`config.mk`:
```
export PLATFORM = sky130hd
export DESIGN_NAME = tlci_queue
export DESIGN_NICKNAME = d
export VERILOG_FILES = /design/src/rtl/tlci_pkg.sv /design/src/rtl/tlci_queue.sv
export SDC_FILE = /design/constraint.sdc
export NUM_CORES = 1
export LEC_CHECK = 0
export ABC_AREA = 1
export BUFFER_PORTS_ARGS = -buffer_cell sky130_fd_sc_hd__buf_2
export CORE_MARGIN = 2
export CORE_UTILIZATION = 56
export CTS_CLUSTER_SIZE = 8
export DETAILED_ROUTE_END_ITERATION = 7
export HOLD_SLACK_MARGIN = 0.02
export PLACE_DENSITY = 0.84
export SYNTH_ARGS = -nofsm -noshare
export SYNTH_HDL_FRONTEND = slang
export SYNTH_SLANG_ARGS = --single-unit
```
`constraint.sdc`:
```
create_clock -name i_clk -period 11.93 [get_ports i_clk]
set_input_delay 2.386 -clock i_clk [delete_from_list [all_inputs] [get_ports i_clk]]
set_output_delay 2.386 -clock i_clk [all_outputs]
set_load 0.02 [all_outputs]
```
`src/rtl/tlci_pkg.sv`:
```
// ----------------------------------------------------------------------------
// tlci_pkg
// shared types, field widths and codes for the text line/column index
// ----------------------------------------------------------------------------
package tlci_pkg;

    // default capacities
    localparam int MAX_BYTES_DEF = 65536;
    localparam int MAX_LINES_DEF = 4096;

    // entries in the queue between front and back
    localparam int QUEUE_DEPTH = 2;

    // field widths
    localparam int ACT_W  = 2;
    localparam int DATA_W = 8;
    localparam int OFF_W  = 17;
    localparam int LINE_W = 16;
    localparam int COL_W  = 17;
    localparam int LNUM_W = 13;

    // action codes on the input tuser
    localparam logic [ACT_W-1:0] ACT_LOAD    = 2'd0;
    localparam logic [ACT_W-1:0] ACT_OFF2POS = 2'd1;
    localparam logic [ACT_W-1:0] ACT_POS2OFF = 2'd2;

    localparam logic [DATA_W-1:0] NEWLINE = 8'd10;

    // command kind after classification
    typedef enum logic [1:0] {
        K_LOAD,
        K_OFFQ,
        K_POSQ
    } t_kind;

    // input tdata layout, last field in the lowest bits
    typedef struct packed {
        logic [COL_W-1:0]  query_column;
        logic [LINE_W-1:0] query_line;
        logic [OFF_W-1:0]  query_offset;
        logic [DATA_W-1:0] data_byte;
    } t_in_data;

    localparam int IN_W      = $bits(t_in_data);
    localparam int S_TDATA_W = ((IN_W + 7) / 8) * 8;

    typedef struct packed {
        t_kind    kind;
        t_in_data payload;
    } t_cmd;

    // result tdata layout, last field in the lowest bits
    typedef struct packed {
        logic              overflow;
        logic              offset_valid;
        logic [OFF_W-1:0]  offset_result;
        logic [COL_W-1:0]  col_no;
        logic [LNUM_W-1:0] line_no;
    } t_res;

    localparam int RES_W     = $bits(t_res);
    localparam int M_TDATA_W = ((RES_W + 7) / 8) * 8;

endpackage

```
`src/rtl/tlci_queue.sv`:
```
// ----------------------------------------------------------------------------
// tlci_queue
// short command queue between front and back
// ----------------------------------------------------------------------------
module tlci_queue #(
    parameter int DEPTH = tlci_pkg::QUEUE_DEPTH
) (
    input  logic           i_clk,
    input  logic           i_rst_n,
    input  logic           i_valid,
    output logic           o_ready,
    input  tlci_pkg::t_cmd i_cmd,
    output logic           o_valid,
    input  logic           i_ready,
    output tlci_pkg::t_cmd o_cmd
);

    // depth of at least two
    localparam int PW = $clog2(DEPTH);
    localparam int CNW = $clog2(DEPTH + 1);

    tlci_pkg::t_cmd r_mem [DEPTH];
    logic [PW-1:0]  r_wp;
    logic [PW-1:0]  r_rp;
    logic [CNW-1:0] r_cnt;
    logic           push;
    logic           pop;

    assign o_ready = (r_cnt != CNW'(DEPTH));
    assign o_valid = (r_cnt != '0);
    assign o_cmd   = r_mem[r_rp];
    assign push    = i_valid && o_ready;
    assign pop     = o_valid && i_ready;

    always_ff @(posedge i_clk) begin
        if (push) begin
            r_mem[r_wp] <= i_cmd;
        end
        if (!i_rst_n) begin
            r_wp  <= '0;
            r_rp  <= '0;
            r_cnt <= '0;
        end else begin
            if (push) begin
                r_wp <= (r_wp == PW'(DEPTH - 1)) ? '0 : r_wp + PW'(1);
            end
            if (pop) begin
                r_rp <= (r_rp == PW'(DEPTH - 1)) ? '0 : r_rp + PW'(1);
            end
            if (push && !pop) begin
                r_cnt <= r_cnt + CNW'(1);
            end else if (pop && !push) begin
                r_cnt <= r_cnt - CNW'(1);
            end
        end
    end

endmodule

```
======== Yosys cells after proc, flatten, opt, wreduce, memory -nomap -nowiden ========
Memory sizes are Yosys's and may differ from the RTL's. A register that Yosys moved wholly into a read port is not among the register bits.
Cells that the tools add are included.
word-level totals
  bits in registers ....................... 4
  bits in writable memories ............... 120
  bits of input ports ..................... 64
  output and inout bits ................... 62
  word-level logic and storage cells ...... 25
  memories ................................ 1
cells by class
  $add $sub $neg .......................... 4
  eq/ne operators ......................... 1
  mux-type cells .......................... 8
  reductions and logical operators ........ 8
memories
  name   depth  bits a word  read ports  clocked after memory_dff  write ports  RTL line          source
  r_mem  2      60           1           1                         1            tlci_queue.sv:22  tlci_pkg::t_cmd r_mem [DEPTH];
operators with widths
  cell                 number
  $mux 1               6
  $logic_and 1x1->1    4
  $mux 2               2
  $reduce_bool 2->1    2
  $add 1x1->1 const B  2
  $add 2x1->2 const B  1
  $logic_not 1->1      2
  $ne 2x2->1 const B   1
  $sub 2x1->2 const B  1

======== Logic depth before layout (Yosys ltp) ========
  word-level depth ........................ 6
  depth in mapped cells ................... 11
  gate-level depth less buffers ........... 11

======== Worst setup path before layout ========
OpenSTA, ideal clock, no wires.
  path type ............................... input to register
  from .................................... in i_valid
  to ...................................... mem r_mem[0][0] (netlist bit) (enable)
  setup time .............................. 478 ps
  arrival time ............................ 4995 ps
  required time ........................... 11452 ps
  setup slack ............................. 6457 ps
  stages .................................. 2
  path buffers ............................ 0
  cells stage by stage .................... nand2_1 > nor2_1
on the way
  word-level cells in the longest chain between the ends .. 3
ends and longest elaborated chain
  what                          RTL line          source
  start, declared               tlci_queue.sv:10  input logic i_valid,
  $logic_and 1x1->1             tlci_queue.sv:32  assign push = i_valid && o_ready;
  $mux 1                        tlci_queue.sv:36  if (push) begin
  $mux 1 (not written as such)  tlci_queue.sv:37  r_mem[r_wp] <= i_cmd;
  end, declared                 tlci_queue.sv:22
Every way passes these cells.

==> Implementation_results.wiki <==
{| class="wikitable"
! Metric !! Value
|-
| Number of buffers inserted by hold repair at cts || 0
|-
| Overflow left after global routing || 0
|-
| Estimated wirelength of the detail-placed design || 5019 µm
|-
| Setup repair after global routing missed its margin || no
|-
| Final critical path time including I/O delays and setup || 4.530 ns
|-
| Highest cell delay on the worst timing path || 1.06 ns
|-
| Filler instances || 549
|-
| TritonCTS clock tree || built
|-
| Initial core utilization || 0.5674
|-
| Setup TNS || 0 ns
|-
| Type of element capturing the critical path || output pin
|-
| Warnings, synthesis || 0
|-
| Post-synthesis instance area || 4876 µm²
|-
| Tot GR Track Use || 0.1747
|-
| WHS || 0.4941 ns
|-
| Initial antenna violation count || 0
|-
| Number of nets in the layout || 428
|-
| Count of distinct cell types in the synthesized netlist || 14
|-
| Critical Path, Cell by Cell || mux2_4 > buf_2
|-
| Post-route cell area || 6197 µm²
|-
| Drt first pass iters || 5
|-
| Total length of routed wires || 8007 µm
|-
| Number of failing hold endpoints at the final stage || 0
|-
| CTS root buffer || sky130_fd_sc_hd__clkbuf_8
|-
| Power per cell area || 240.7 nW/µm²
|-
| Post-CTS Setup Bufs || 0
|-
| Critical Setup Path Class || reg2out
|-
| Worst voltage drop across the vdd grid || 140.7 µV
|-
| Total clock buffers created by CTS || 17
|-
| Count of routing violations after the opening detailed-route iteration || 112
|-
| Routed via count divided by cell count || 4.988
|-
| Average cell area after synthesis || 21.77 µm²
|-
| Via count of the first global-routing pass || 2503
|-
| Share of async-settable or async-resettable flops after synthesis || 0
|-
| Setup slack of the critical path after layout || 7.400 ns
|-
| Largest cells by area after synthesis || sky130_fd_sc_hd__edfxtp_1, sky130_fd_sc_hd__mux2_4, sky130_fd_sc_hd__buf_12, sky130_fd_sc_hd__dfxtp_1, sky130_fd_sc_hd__nand2_1
|-
| Post-place setup slack || 7.904 ns
|-
| Most numerous cell in the Yosys netlist || sky130_fd_sc_hd__edfxtp_1
|-
| Biggest fanout along the worst timing path || 60
|-
| DIE WIDTH || 97.31 µm
|-
| Maximum level of the CTS H-tree || 4
|-
| Die span in y || 97.31 µm
|-
| WP data required || 9.54 ns
|-
| Slowest cell on the critical path || sky130_fd_sc_hd__dfxtp_4
|-
| FF-to-FF setup slack || 10.06 ns
|-
| Primary flip-flop cell chosen by synthesis mapping || sky130_fd_sc_hd__edfxtp_1
|-
| Share of the clock period used by the worst path || 0.3797
|-
| Number of failing setup endpoints in the final timing report || 0
|-
| CP arrival || 2.14 ns
|-
| Max-slew headroom || 0.2596
|-
| Buffers from clock root to sink, at most || 2
|-
| Max-cap viol count || 0
|-
| Commonest cells in the synthesized netlist || sky130_fd_sc_hd__edfxtp_1, sky130_fd_sc_hd__mux2_4, sky130_fd_sc_hd__nand2_1
|-
| Port bufs || 125
|-
| Share of the yosys chip area belonging to registers || 0.7596
|-
| Relative area change from synthesis to final layout || 27.10%
|-
| Clock-pin slew on the worst setup and hold paths || 0.05 ns
|-
| CTS-repair resized insts || 0
|-
| Cell taking the most area after synthesis || sky130_fd_sc_hd__edfxtp_1
|-
| Proportion of netlist area held by the largest area contributor || 0.7390
|-
| Standard-cell rows || 34
|-
| Die area || 9469 µm²
|-
| Leak || 2.502 nW
|-
| Num Clock Sinks || 125
|-
| Number of top-level pins || 126
|-
| Slew at the pin closest to its max-slew limit || 1.111 ns
|-
| Routed wirelength normalized by instance count || 16.54 µm
|-
| Post-synthesis instance total || 224
|-
| Core region area || 8593 µm²
|-
| Core occupancy in the finished layout || 0.7212
|-
| Cell count after placement || 452
|-
| Pins Over Slew Limit || 0
|-
| Placer congestion estimate || 0.7264
|-
| Post-Syn Nets || 289
|-
| Count of state elements after synthesis || 125
|-
| Count of non-filler cells in the finished layout || 484
|-
| Maximum operating frequency || 220.8 MHz
|-
| ANT cells || 0
|-
| Critical Path Source Type || flip-flop
|-
| Later-pin clock latency in the skew report || 0.50 ns
|-
| Worst Clk Skew || 0.006757 ns
|-
| Number of flops mapped to enable cells by yosys || 120
|-
| Global-route wire length before repair || 12460 µm
|-
| Residual antenna-violating net count after detailed routing || 0
|-
| Layout cells sized above 1 || 0.5851
|-
| Status || complete, no violations
|-
| Largest net degree at the start of global routing || 61
|-
| Number of vias after detailed routing || 2414
|-
| Cell Area, Placed || 5539 µm²
|-
| Power consumption || 1.492 mW
|-
| Hold crit path type || reg2reg
|-
| Number of design rule violations left after detail routing || 0
|}
==> layout make-up <==
type	count	area (µm²)	area share
sequential	125	3707	0.5982
inverter	8	30.03	0.004846
clock buffer	17	414.1	0.06683
tap	108	135.1	0.02181
multi-input combinational	84	1026	0.1656
clock inverter	15	244.0	0.03937
timing repair buffer	127	640.6	0.1034
==> power by group <==
group          leakage [nW]  internal [mW]  switching [mW]
clock network         0.317          0.381           0.177
registers              1.16          0.557          0.0478
logic                  1.02          0.156           0.172
==> registers in the layout, indices dropped and copies added (netlist names), named ones only <==
| name | count |
|---|---|
| r_cnt | 2 |
| r_mem | 120 |
| r_rp | 1 |
| r_wp | 1 |
==> worst max-delay path, delay by kind of cell, from the launching register on <==
family                 cells  cell delay [ns]
DFF                        1             1.06
muxes                      1             0.36
buffers and inverters      1             0.16
==> cell families (layout without fill, tap and decap cells) <==
group | after synthesis | count (layout) | share of synthesized area
compound gates | 4 | 4 | 0.004619
flops | 125 | 125 | 0.7596
buf+inv | 15 | 167 | 0.03310
fa+ha+maj | 1 | 1 | 0.002566
mux | 60 | 60 | 0.1848
simple gates | 19 | 19 | 0.01540
==> worst paths after layout <==
| check | start | end | depth (start not counted) |
|---|---|---|---|
| max | flip-flop | o_cmd[39] | 2 |
| max reg2reg | r_cnt[0]$_SDFFE_PN0P_ | r_mem[1][1]$_DFFE_PP_ | 5 |
| min reg2reg | r_rp$_SDFFE_PN0P_ | r_rp$_SDFFE_PN0P_ | 2 |
| min | r_rp$_SDFFE_PN0P_ | r_rp$_SDFFE_PN0P_ | 2 |
==> per-layer routing <==
metal,wire [µm],part of all wire,up-vias,track usage
met4,187,0.023,0,0.08654
li1,-,-,1144,-
met3,575,0.072,18,0.05755
met2,3899,0.49,112,0.2778
met5,0,0,-,0
met1,3345,0.42,1140,0.2173
==> cell usage in the layout (no fill, tap or decap), types with 2 or more instances in the layout <==
cell	synthesis	routed
sky130_fd_sc_hd__inv_1	8	8
sky130_fd_sc_hd__clkbuf_16	0	16
sky130_fd_sc_hd__edfxtp_1	120	120
sky130_fd_sc_hd__nor2_1	8	6
sky130_fd_sc_hd__bufinv_16	0	6
sky130_fd_sc_hd__buf_2	0	125
sky130_fd_sc_hd__buf_4	0	2
sky130_fd_sc_hd__clkinv_1	0	2
sky130_fd_sc_hd__clkinv_4	0	4
sky130_fd_sc_hd__o21ai_0	2	2
sky130_fd_sc_hd__nor2_4	0	2
sky130_fd_sc_hd__nand2_1	9	9
sky130_fd_sc_hd__mux2_4	60	60
sky130_fd_sc_hd__dfxtp_1	5	4
(Power assumes the default switching activity.)
