[config.mk]
export PLATFORM = sky130hd
export DESIGN_NAME = tlci_front
export DESIGN_NICKNAME = d
export VERILOG_FILES = /design/src/rtl/tlci_pkg.sv /design/src/rtl/tlci_front.sv
export SDC_FILE = /design/constraint.sdc
export NUM_CORES = 1
export LEC_CHECK = 0
export ABC_AREA = 0
export BUFFER_PORTS_ARGS = -buffer_cell sky130_fd_sc_hd__buf_2
export CELL_PAD_IN_SITES_DETAIL_PLACEMENT = 1
export CELL_PAD_IN_SITES_GLOBAL_PLACEMENT = 2
export CORE_AREA = 2 2 85 87
export DETAILED_ROUTE_END_ITERATION = 16
export DIE_AREA = 0 0 87 89
export PLACE_DENSITY_LB_ADDON = 0.1
export SLEW_MARGIN = 25
export SYNTH_ARGS = -nofsm -noshare
export SYNTH_HDL_FRONTEND = slang
export SYNTH_SLANG_ARGS = --single-unit
[constraint.sdc]
create_clock -name i_clk -period 7.5 [get_ports i_clk]
set_input_delay 1.5 -clock i_clk [delete_from_list [all_inputs] [get_ports i_clk]]
set_output_delay 1.5 -clock i_clk [all_outputs]
set_load 0.01 [all_outputs]
[src/rtl/tlci_pkg.sv]
// ----------------------------------------------------------------------------
// tlci_pkg
// shared types, field widths and codes for the text line/column index
// ----------------------------------------------------------------------------
package tlci_pkg;

    // default capacities
    localparam int MAX_BYTES_DEF = 65536;
    localparam int MAX_LINES_DEF = 4096;

    // entries in the queue between front and back
    localparam int QUEUE_DEPTH = 2;

    // field widths
    localparam int ACT_W  = 2;
    localparam int DATA_W = 8;
    localparam int OFF_W  = 17;
    localparam int LINE_W = 16;
    localparam int COL_W  = 17;
    localparam int LNUM_W = 13;

    // action codes on the input tuser
    localparam logic [ACT_W-1:0] ACT_LOAD    = 2'd0;
    localparam logic [ACT_W-1:0] ACT_OFF2POS = 2'd1;
    localparam logic [ACT_W-1:0] ACT_POS2OFF = 2'd2;

    localparam logic [DATA_W-1:0] NEWLINE = 8'd10;

    // command kind after classification
    typedef enum logic [1:0] {
        K_LOAD,
        K_OFFQ,
        K_POSQ
    } t_kind;

    // input tdata layout, last field in the lowest bits
    typedef struct packed {
        logic [COL_W-1:0]  query_column;
        logic [LINE_W-1:0] query_line;
        logic [OFF_W-1:0]  query_offset;
        logic [DATA_W-1:0] data_byte;
    } t_in_data;

    localparam int IN_W      = $bits(t_in_data);
    localparam int S_TDATA_W = ((IN_W + 7) / 8) * 8;

    typedef struct packed {
        t_kind    kind;
        t_in_data payload;
    } t_cmd;

    // result tdata layout, last field in the lowest bits
    typedef struct packed {
        logic              overflow;
        logic              offset_valid;
        logic [OFF_W-1:0]  offset_result;
        logic [COL_W-1:0]  col_no;
        logic [LNUM_W-1:0] line_no;
    } t_res;

    localparam int RES_W     = $bits(t_res);
    localparam int M_TDATA_W = ((RES_W + 7) / 8) * 8;

endpackage

[src/rtl/tlci_front.sv]
// ----------------------------------------------------------------------------
// tlci_front
// input beat register: decodes the action and drops unused codes
// ----------------------------------------------------------------------------
module tlci_front (
    input  logic                           i_clk,
    input  logic                           i_rst_n,
    input  logic                           s_axis_tvalid,
    output logic                           s_axis_tready,
    input  logic [tlci_pkg::S_TDATA_W-1:0] s_axis_tdata,
    input  logic [tlci_pkg::ACT_W-1:0]     s_axis_tuser,
    output logic                           o_cmd_valid,
    input  logic                           i_cmd_ready,
    output tlci_pkg::t_cmd                 o_cmd
);

    logic           r_valid;
    logic           n_valid;
    tlci_pkg::t_cmd r_cmd;
    tlci_pkg::t_cmd n_cmd;
    logic           accept;

    assign s_axis_tready = !r_valid || i_cmd_ready;
    assign accept        = s_axis_tvalid && s_axis_tready;

    always_comb begin
        n_valid = r_valid && !i_cmd_ready;
        n_cmd   = r_cmd;
        if (accept) begin
            n_cmd.payload = tlci_pkg::t_in_data'(s_axis_tdata[tlci_pkg::IN_W-1:0]);
            n_valid       = 1'b1;
            unique case (s_axis_tuser)
                tlci_pkg::ACT_LOAD:    n_cmd.kind = tlci_pkg::K_LOAD;
                tlci_pkg::ACT_OFF2POS: n_cmd.kind = tlci_pkg::K_OFFQ;
                tlci_pkg::ACT_POS2OFF: n_cmd.kind = tlci_pkg::K_POSQ;
                default: begin
                    // unused code: swallowed, nothing goes on
                    n_valid = 1'b0;
                end
            endcase
        end
    end

    always_ff @(posedge i_clk) begin
        r_cmd <= n_cmd;
        if (!i_rst_n) begin
            r_valid <= 1'b0;
        end else begin
            r_valid <= n_valid;
        end
    end

    assign o_cmd_valid = r_valid;
    assign o_cmd       = r_cmd;

endmodule

[Yosys cells after proc, flatten, opt, wreduce, memory -nomap -nowiden]
Cells that the tools add are included.
Cells by class
  eq/ne operators: 2
  multiplexer cells: 3
  reductions and logical operators: 9
Operator list (number)
  $pmux 2 s3: 1
  $reduce_bool 3->1: 1
  $reduce_or 3->1: 1
  $eq 2x1->1 const B: 1
  $eq 2x2->1 const B: 1
  $logic_and 1x1->1: 2
  $logic_not 1->1: 2
  $logic_not 2->1: 1
  $mux 1: 2
  $reduce_and 2->1: 1
  $logic_or 1x1->1: 1
Storage, ports and cells
  output and inout bits: 62
  logic and storage cells: 20
  input port bits: 70
  bits in registers: 61

[Logic depth before layout (Yosys ltp)]
Gate-level depths: netlist (run 1).
  depth in word-level cells: 4
  depth in mapped cells: 2
  depth with buffers taken out: 2

[Worst setup path before layout (run 1)]
No wires, ideal clock.
  path kind: input to register
  from: input i_cmd_ready
  to: register r_cmd (netlist bit o_cmd[0]) (enable)
  stages: 2
  arrival: 3.118 ns
  required time: 7.078 ns
  setup time: 0.422 ns
  path buffers: 0
  path slack: 3.961 ns
  cell sequence: nand2b_1 > and2_1
On the way
  cells in the longest elaborated chain, start to end: 2
Ends and longest elaborated chain
  from (decl): line tlci_front.sv:13  | input logic i_cmd_ready,
  $logic_or 1x1->1: line tlci_front.sv:23  | assign s_axis_tready = !r_valid || i_cmd_ready;
  $logic_and 1x1->1: line tlci_front.sv:24  | assign accept = s_axis_tvalid && s_axis_tready;
  net accept: line tlci_front.sv:21  | logic accept;
  to (signal assigned): line tlci_front.sv:45  | r_cmd <= n_cmd;
  to (decl): line tlci_front.sv:19  | tlci_pkg::t_cmd r_cmd;
The timed path passes the listed nets, and every way through them passes these cells.
A chain may end at the register's enable or synchronous reset.

[Final worst setup path (run 1)]
  from: input i_cmd_ready
  to: output s_axis_tready
On the way
  cells in the longest elaborated chain, start to end: 1
Ends and longest elaborated chain
  $logic_or 1x1->1: line tlci_front.sv:23
  to (decl): line tlci_front.sv:9  | output logic s_axis_tready,
No other way between the ends.

==> results of run 1 <==
how the worst max path moves through the flow:
stage	from	end	slack, ps	depth (start not counted)
floorplan	i_cmd_ready	o_cmd[0]$_DFFE_PP_	3960	2
global placement	i_cmd_ready	s_axis_tready	4080	3
detailed placement	i_cmd_ready	s_axis_tready	4070	3
CTS	i_cmd_ready	s_axis_tready	4070	3
global route	i_cmd_ready	s_axis_tready	4030	3
finish	i_cmd_ready	s_axis_tready	4070	3
registers in the layout, indices dropped and copies added (netlist names):
signal,count
o_cmd,60
o_cmd_valid,1
synthesized netlist by cell type:
master and n:
a21bo_2 1, dfxtp_1 1, nand2b_1 1, and2_1 1, nor2b_1 3, edfxtp_1 60, a21boi_2 1
cell families after synthesis:
family,synth area share
compound gates,0.01135
simple gates,0.01669
flops,0.9720
metal layers:
layer  wire length (um)  vias to the layer above
met3                458                        4
li1                   -                      547
met5                  0                        -
met1               1474                      561
met4                 53                        0
met2               2207                       73
critical path, stage by stage:
cell	delay, ps
buf_2	90
nand2b_1	170
buf_2	160
layout make-up:
type / instances / area [um2]
clock buffers: 10 / 127.6
clock inverters: 6 / 77.57
fillers: 712 / 3905
multi-input cells: 7 / 53.80
flip-flops and latches: 61 / 1822
well taps: 80 / 100.1
repair buffers: 126 / 633.1
report_power, final:
| group | switching (mW) | internal, mW | total, mW |
|---|---|---|---|
| clock | 0.116 | 0.184 | 0.300 |
| sequential | 0.00448 | 0.399 | 0.403 |
| combinational | 0.0305 | 0.0257 | 0.0562 |
| total | 0.151 | 0.608 | 0.760 |
through the flow:
step	worst slack (ps)	util	hold WS, ps
2_1_floorplan	3961	-	606.5
3_3_place_gp	4079	0.3883	521.1
3_5_place_dp	4070	0.3883	535.4
4_1_cts	4069	0.4188	548.9
5_1_grt	4027	0.4188	589.8
6_report	4074	0.4188	546.6
==> results.py, run 1 <==
metrics = {
    "timing": {
        "hold_viol": 0,
        "fin_crit_sh": 0.4568,
        "finalSetupTns_ps": 0,
        "setup_violations": 0,
        "timing.slew.headroom": 0.5958,
        "skew_ps": 9.539,
        "rsz0062_at_grt": "false",
        "worst_pin_slew_ps": 606.3,
        "max_freq_mhz": 291.9,
        "drv_slew": 0,
        "min_period_ps": 3426,
    },
    "run_status": {
        "status": "finished, final reports clean",
    },
    "yosys": {
        "yosys_warnings": 0,
        "syn_inst": 68,
        "synth_largest_area_cell": "edfxtp_1",
        "yosys-top-cells-area": "edfxtp_1, dfxtp_1, nor2b_1",
        "synth-seq-cells": 61,
        "synth_nets": 138,
        "yosysSeqAreaShare": 0.9720,
        "synth.cell_area_um2": 1874,
        "synth_top_area_share": 0.9613,
        "postSynthAreaPerCell_um2": 27.56,
        "synth_cell_type_count": 7,
    },
    "routing": {
        "ant_nets": 0,
        "viasPerCell": 4.086,
        "routed_wl_mm": 4.193,
        "post_drt_wl_per_cell_um": 14.46,
        "drt_iter0_markers": 43,
        "drt_pre_antenna_iters": 4,
        "drc_errors": 0,
        "vias": 1185,
    },
    "floorplan": {
        "core_area_um2": 6719,
        "die_h_um": 89,
        "row_count": 30,
        "die-area_um2": 7743,
        "start_util": 0.2790,
        "die_w_um": 87,
        "io_pins": 132,
    },
    "clock_tree": {
        "cts.htree.levels": 3,
        "cts.sinks": 61,
        "cts_setup_buffers": 0,
        "path_clk_slew_ps": 60,
        "root_buffer": "clkbuf_8",
        "clockBufferDepth": 2,
        "cts_resized": 0,
        "numCtsBuffers": 9,
        "clk_latency_ps": 330,
        "cts_tree": "built",
        "hold_buffers": 0,
    },
    "placed_design": {
        "place_area_um2": 2609,
        "hpwl_mm": 3.205,
        "port_buffers": 125,
        "gp_congestion": 0.6803,
        "post-place-cells": 274,
    },
    "setup_path": {
        "arrival_ps": 1930,
        "crit_path_end_kind": "primary output",
        "worstPathRequired_ps": 6000,
        "critical_path_class": "in2out",
        "reg2reg_slack_ps": 5640,
        "cp-start-kind": "input pin",
        "worstRegToRegCells": 3,
        "critical_path.max_fanout": 4,
        "reg2reg_from": "o_cmd_valid$_SDFF_PN0_",
        "r2r_end": "o_cmd[36]$_DFFE_PP_",
    },
    "global_routing": {
        "grtUsageTotal": 0.1070,
        "use_met2": 0.1783,
        "antenna_found_initial": 0,
        "grt_pass1_wl_mm": 5.947,
        "gr-max-usage-layer": "met2",
        "grt_max_degree": 33,
        "met1_usage": 0.1087,
        "grt_overflow": 0,
        "grt_pass1_vias": 1253,
        "use_met3": 0.05540,
    },
    "layout": {
        "fin_area_um2": 2814,
        "drive_above_1_share": 0.6762,
        "final_common_cell": "buf_2",
        "finalNetCount": 275,
        "final_cell_mix": "buf_2, edfxtp_1, clkbuf_8",
        "instances_no_fill": 290,
        "synthToLayoutAreaGrowth_pct": 50.13,
        "diodes": 0,
    },
    "pwr": {
        "worst_ir_drop_vdd_mv": 0.1692,
        "p_leak_nw": 1.211,
        "p_per_area_nw_per_um2": 269.9,
        "total_power_mw": 0.7595,
    },
    "min_path": {
        "hold_end": "o_cmd_valid$_SDFF_PN0_",
        "min_path_type": "reg2reg",
        "worstHoldStart": "o_cmd_valid$_SDFF_PN0_",
        "min_path_cells": 2,
    },
    "run": {
        "cap_violations": 0,
    },
}
(Power assumes the default switching activity.)
==> run 2: changes to the inputs <==
Settings changed: CORE_AREA 2 2 85 87 to 2 2 94 96, DIE_AREA 0 0 87 89 to 0 0 96 98.
Clock period 7.5 ns to 2.9 ns, I/O delays scaled along.
==> results.py, run 2 (synthesis gave the netlist of run 1 again) <==
metrics = {
    "setup_path": {
        "critical_path.max_fanout": 34,
        "worstPathRequired_ps": 2920,
        "cp-start-kind": "input pin",
        "slowest_stage": "and2_2",
        "cpPeakStageDelay_ps": 580,
        "crit_family": "simple AND/OR/NAND/NOR gates",
        "path_buf_inv": 2,
        "critical_path_class": "in2reg",
        "crit_chain": "buf_2 -> nand2b_1 -> and2_2 -> buf_12",
        "crit_path_end_kind": "flip-flop",
        "arrival_ps": 1710,
    },
    "timing": {
        "hold_viol": 0,
        "drv_slew": 0,
        "setup_violations": 0,
        "skew_ps": 9.349,
        "finalSetupTns_ps": 0,
        "fin_crit_sh": 0.5837,
        "min_period_ps": 1693,
        "max_freq_mhz": 590.8,
        "timing.slew.headroom": 0.5815,
        "worst_pin_slew_ps": 627.8,
        "rsz0062_at_grt": "false",
    },
    "layout": {
        "synthToLayoutAreaGrowth_pct": 52.74,
        "fillerInstances": 909,
        "final_common_cell": "buf_2",
        "drive_above_1_share": 0.6714,
        "instances_no_fill": 318,
        "final_cell_mix": "buf_2, edfxtp_1, clkbuf_8",
        "finalNetCount": 275,
        "diodes": 0,
        "largest_reg_flops": 60,
    },
    "pwr": {
        "clockPowerShare": 0.399,
        "p_switching_mw": 0.4063,
        "p_leak_nw": 1.209,
        "p_per_area_nw_per_um2": 693.4,
        "p_sw_frac": 0.2047,
        "intPower_mw": 1.579,
        "worst_ir_drop_vdd_mv": 0.1747,
        "combPwrFrac": 0.076,
        "pwr-share-seq": 0.525,
    },
    "routing": {
        "vias": 1176,
        "drt_pre_antenna_iters": 4,
        "ant_nets": 0,
        "post_drt_wl_per_cell_um": 14.25,
        "viasPerCell": 3.698,
        "drt_iter0_markers": 30,
        "routed_wl_mm": 4.530,
        "drc_errors": 0,
    },
    "global_routing": {
        "grt_pass1_vias": 1278,
        "grt_pass1_wl_mm": 6.796,
        "grtUsageTotal": 0.1004,
        "grt_max_degree": 35,
        "grt_overflow": 0,
        "antenna_found_initial": 0,
    },
    "min_path": {
        "min_path_type": "in2reg",
    },
    "clock_tree": {
        "path_clk_slew_ps": 70,
        "cts.htree.levels": 3,
        "cts_setup_buffers": 0,
        "clockBufferDepth": 2,
        "clk_latency_ps": 330,
        "cts.sinks": 61,
        "cts_resized": 0,
        "hold_buffers": 0,
        "root_buffer": "clkbuf_8",
        "numCtsBuffers": 9,
        "cts_tree": "built",
    },
    "placed_design": {
        "port_buffers": 125,
        "gp_congestion": 0.6545,
        "hpwl_mm": 3.376,
        "post-place-cells": 302,
    },
    "floorplan": {
        "die-area_um2": 9408,
        "die_h_um": 98,
        "core_area_um2": 8466,
        "row_count": 34,
        "start_util": 0.2214,
        "io_pins": 132,
        "die_w_um": 96,
    },
    "run_status": {
        "status": "finished, final reports clean",
    },
    "run": {
        "cap_violations": 0,
    },
}
[run 2: changes by cell type in the layout (fill, tap and decap cells not counted), sizes merged]
cell      change
clkbuf        +1
clkinv        -2
clkinvlp      +1
[run 2: path summary, 6_finish.rpt]
path	end	slack (ps)	startpoint	cells after the start
min reg2reg	o_cmd_valid$_SDFF_PN0_	540	o_cmd_valid$_SDFF_PN0_	2
max reg2reg	o_cmd[12]$_DFFE_PP_	1260	o_cmd_valid$_SDFF_PN0_	3
min	o_cmd[22]$_DFFE_PP_	420	s_axis_tdata[22]	1
max	o_cmd[12]$_DFFE_PP_	1210	i_cmd_ready	4
[run 2: metal layers]
| metal | global-route usage | share of wire | vias to the layer above |
|---|---|---|---|
| met5 | 0 | 0 | - |
| met4 | 0.06923 | 0.017 | 0 |
| met3 | 0.04167 | 0.084 | 7 |
| met2 | 0.1624 | 0.55 | 54 |
| met1 | 0.1035 | 0.35 | 571 |
| li1 | - | - | 544 |
[run 2: cell type report]
class                      instances  area, um2  share of cell area
tap                              108      135.1             0.04720
clock inverter                     5      75.07             0.02622
clock buffer                      11      131.4             0.04589
timing repair buffer             126      645.6              0.2255
sequential                        61       1822              0.6364
multi-input combinational          7      53.80             0.01879
[run 2: power by group through the flow]
stage,Clock (mW),Sequential [mW],Combinational (mW)
after CTS,0.826,1.04,0.155
after global routing,0.863,1.05,0.164
after floorplan,0,1.09,0.0203
final,0.792,1.04,0.150
after global placement,0,1.06,0.151
after detailed placement,0,1.06,0.154
[run 2: metrics by stage]
stage	power, mW	util	hold WS [ps]	instance area (um2)	setup WS (ps)
floorplan	1.114	-	606.5	1874	280.6
global placement	1.211	0.3138	514.9	2656	924.3
detailed placement	1.216	0.3138	533.7	2656	834.8
CTS	2.024	0.3382	389.2	2863	1191
global route	2.075	0.3382	387.6	2863	1118
finish	1.985	0.3382	421.5	2863	1207
==> run 3: changes to the inputs <==
Settings changed: ABC_AREA 0 to 1.
Clock period 2.9 ns to 1.37 ns, I/O delays scaled along.
==> results.py, run 3 <==
metrics = {
    "run_status": {
        "status": "finished, final reports clean",
    },
    "yosys": {
        "yosys_warnings": 0,
        "ys.flop_type": "edfxtp_1",
        "async_flop_share": 0,
        "synth_edf_count": 60,
        "synth.cell_area_um2": 1898,
        "yosysSeqAreaShare": 0.9598,
        "synth_top_area_share": 0.9492,
        "syn_inst": 75,
        "synth-seq-cells": 61,
        "synth_most_common_cell": "edfxtp_1",
        "synth_nets": 145,
        "yosys-top-cells-area": "edfxtp_1, inv_1, dfxtp_1",
        "synth_cell_type_count": 9,
        "postSynthAreaPerCell_um2": 25.31,
        "synth_common_cells": "edfxtp_1, inv_1, nor2_1",
        "synth_largest_area_cell": "edfxtp_1",
    },
    "pwr": {
        "p_leak_nw": 1.241,
        "combPwrFrac": 0.093,
        "pwr-share-seq": 0.582,
        "worst_ir_drop_vdd_mv": 0.4518,
        "p_sw_frac": 0.2183,
        "p_per_area_nw_per_um2": 1314,
        "intPower_mw": 2.967,
        "total_power_mw": 3.796,
        "clockPowerShare": 0.325,
        "p_switching_mw": 0.8286,
    },
    "timing": {
        "timing.slew.headroom": 0.8392,
        "worst_pin_slew_ps": 240.7,
        "fin_crit_sh": 0.9442,
        "max_freq_mhz": 773.1,
        "drv_slew": 0,
        "setup_violations": 0,
        "skew_ps": 3.554,
        "min_period_ps": 1293,
        "hold_viol": 0,
        "rsz0062_at_grt": "false",
        "finalWorstSetupSlack_ps": 76.51,
    },
    "clock_tree": {
        "root_buffer": "clkbuf_8",
        "clockBufferDepth": 2,
        "cts.sinks": 61,
        "path_clk_slew_ps": 60,
        "hold_buffers": 0,
        "numCtsBuffers": 9,
        "cts.htree.levels": 3,
        "clk_latency_ps": 330,
        "cts_tree": "built",
    },
    "floorplan": {
        "die_w_um": 96,
        "die_h_um": 98,
        "core_area_um2": 8466,
        "row_count": 34,
        "io_pins": 132,
        "die-area_um2": 9408,
        "start_util": 0.2242,
    },
    "placed_design": {
        "port_buffers": 125,
        "gp_congestion": 0.6897,
        "post-place-cells": 312,
        "place_area_um2": 2735,
        "hpwl_mm": 3.511,
        "preCtsSetupSlack_ps": 167.7,
    },
    "setup_path": {
        "critical_path_class": "reg2reg",
        "cpPeakStageDelay_ps": 320,
        "crit_chain": "inv_2 -> nor2_4 -> buf_4 -> nor2_4 -> buf_12",
        "timing.critical_path.mode_cell": "nor2_4",
        "slowest_stage": "dfxtp_2",
        "worstPathRequired_ps": 1400,
        "critical_path.max_fanout": 19,
        "cp-start-kind": "flip-flop",
        "crit_path_end_kind": "flip-flop",
        "arrival_ps": 1330,
    },
    "global_routing": {
        "antenna_found_initial": 0,
        "grt_pass1_wl_mm": 6.782,
        "grt_pass1_vias": 1383,
        "grtUsageTotal": 0.1027,
        "grt_overflow": 0,
        "grt_max_degree": 20,
    },
    "layout": {
        "diodes": 0,
        "fillerInstances": 908,
        "multi_input_area_um2": 61.31,
        "largest_reg_flops": 60,
        "synthToLayoutAreaGrowth_pct": 52.14,
        "drive_above_1_share": 0.6758,
        "final_common_cell": "buf_2",
        "fin_area_um2": 2888,
        "finalNetCount": 286,
        "final_cell_mix": "buf_2, edfxtp_1, clkbuf_8",
        "ff_latch_area_um2": 1823,
        "instances_no_fill": 327,
    },
    "routing": {
        "viasPerCell": 3.697,
        "post_drt_wl_per_cell_um": 13.79,
        "routed_wl_mm": 4.508,
        "drc_errors": 0,
        "drt_iter0_markers": 41,
        "ant_nets": 0,
        "vias": 1209,
        "drt_pre_antenna_iters": 4,
    },
    "run": {
        "cap_violations": 0,
    },
    "min_path": {
        "min_path_type": "in2reg",
    },
}
-- run 3: kinds of logic after synthesis --
kind of cell,synth area share
simple gates,0.02373
flops,0.9598
buf+inv,0.01186
compound gates,0.004615
-- run 3: stage by stage --
step                  util  TNS, ps  hold slack, ps
finish              0.3411        0           117.6
global route        0.3411        0           91.24
CTS                 0.3402        0           97.66
detailed placement  0.3231        0           452.4
global placement    0.3231        0           450.6
floorplan                -   -19800           372.9
-- run 3: timing repair --
action	in CTS	in global routing
setup endpoints to repair	0	1
gates resized for setup	0	0
hold endpoints to repair	0	0
buffers inserted	0	1
-- run 3: critical path, delay by kind of cell (launching register included) --
kind	cells	cell delay, ps
AND/OR/NAND/NOR	2	270
flip-flops	1	320
buffers and inverters	3	400
-- run 3: power by group through the flow --
stage	combinational [mW]	sequential, mW	clock (mW)
after global placement	0.350	2.24	0
after CTS	0.359	2.21	1.30
after detailed placement	0.358	2.25	0
after global routing	0.386	2.22	1.39
final	0.351	2.21	1.24
after floorplan	0.0509	2.32	0
-- run 3: per-layer routing --
layer  track usage  part of all wire  routed length [um]  vias to the layer above
met2        0.1757              0.54                2431                       68
met3       0.05015              0.10                 450                        8
li1              -                 -                   -                      566
met1       0.09426              0.34                1523                      567
met4       0.06593             0.023                 102                        0
met5             0                 0                   0                        -
-- run 3: final timing paths --
check	from	to	slack, ps	depth (start not counted)
worst max-delay path	o_cmd_valid$_SDFF_PN0_	o_cmd[4]$_DFFE_PP_	80	5
worst min-delay path	s_axis_tdata[24]	o_cmd[24]$_DFFE_PP_	120	1
worst max register to register	o_cmd_valid$_SDFF_PN0_	o_cmd[4]$_DFFE_PP_	80	5
worst min register to register	o_cmd_valid$_SDFF_PN0_	o_cmd_valid$_SDFF_PN0_	740	5
-- run 3: layout make-up --
class,count,share of cell area
clock buffers,10,0.04419
well taps,108,0.04679
repair buffers,130,0.2426
flip-flops and latches,61,0.6313
inverters,6,0.007799
clock inverters,4,0.006066
multi-input cells,8,0.02123
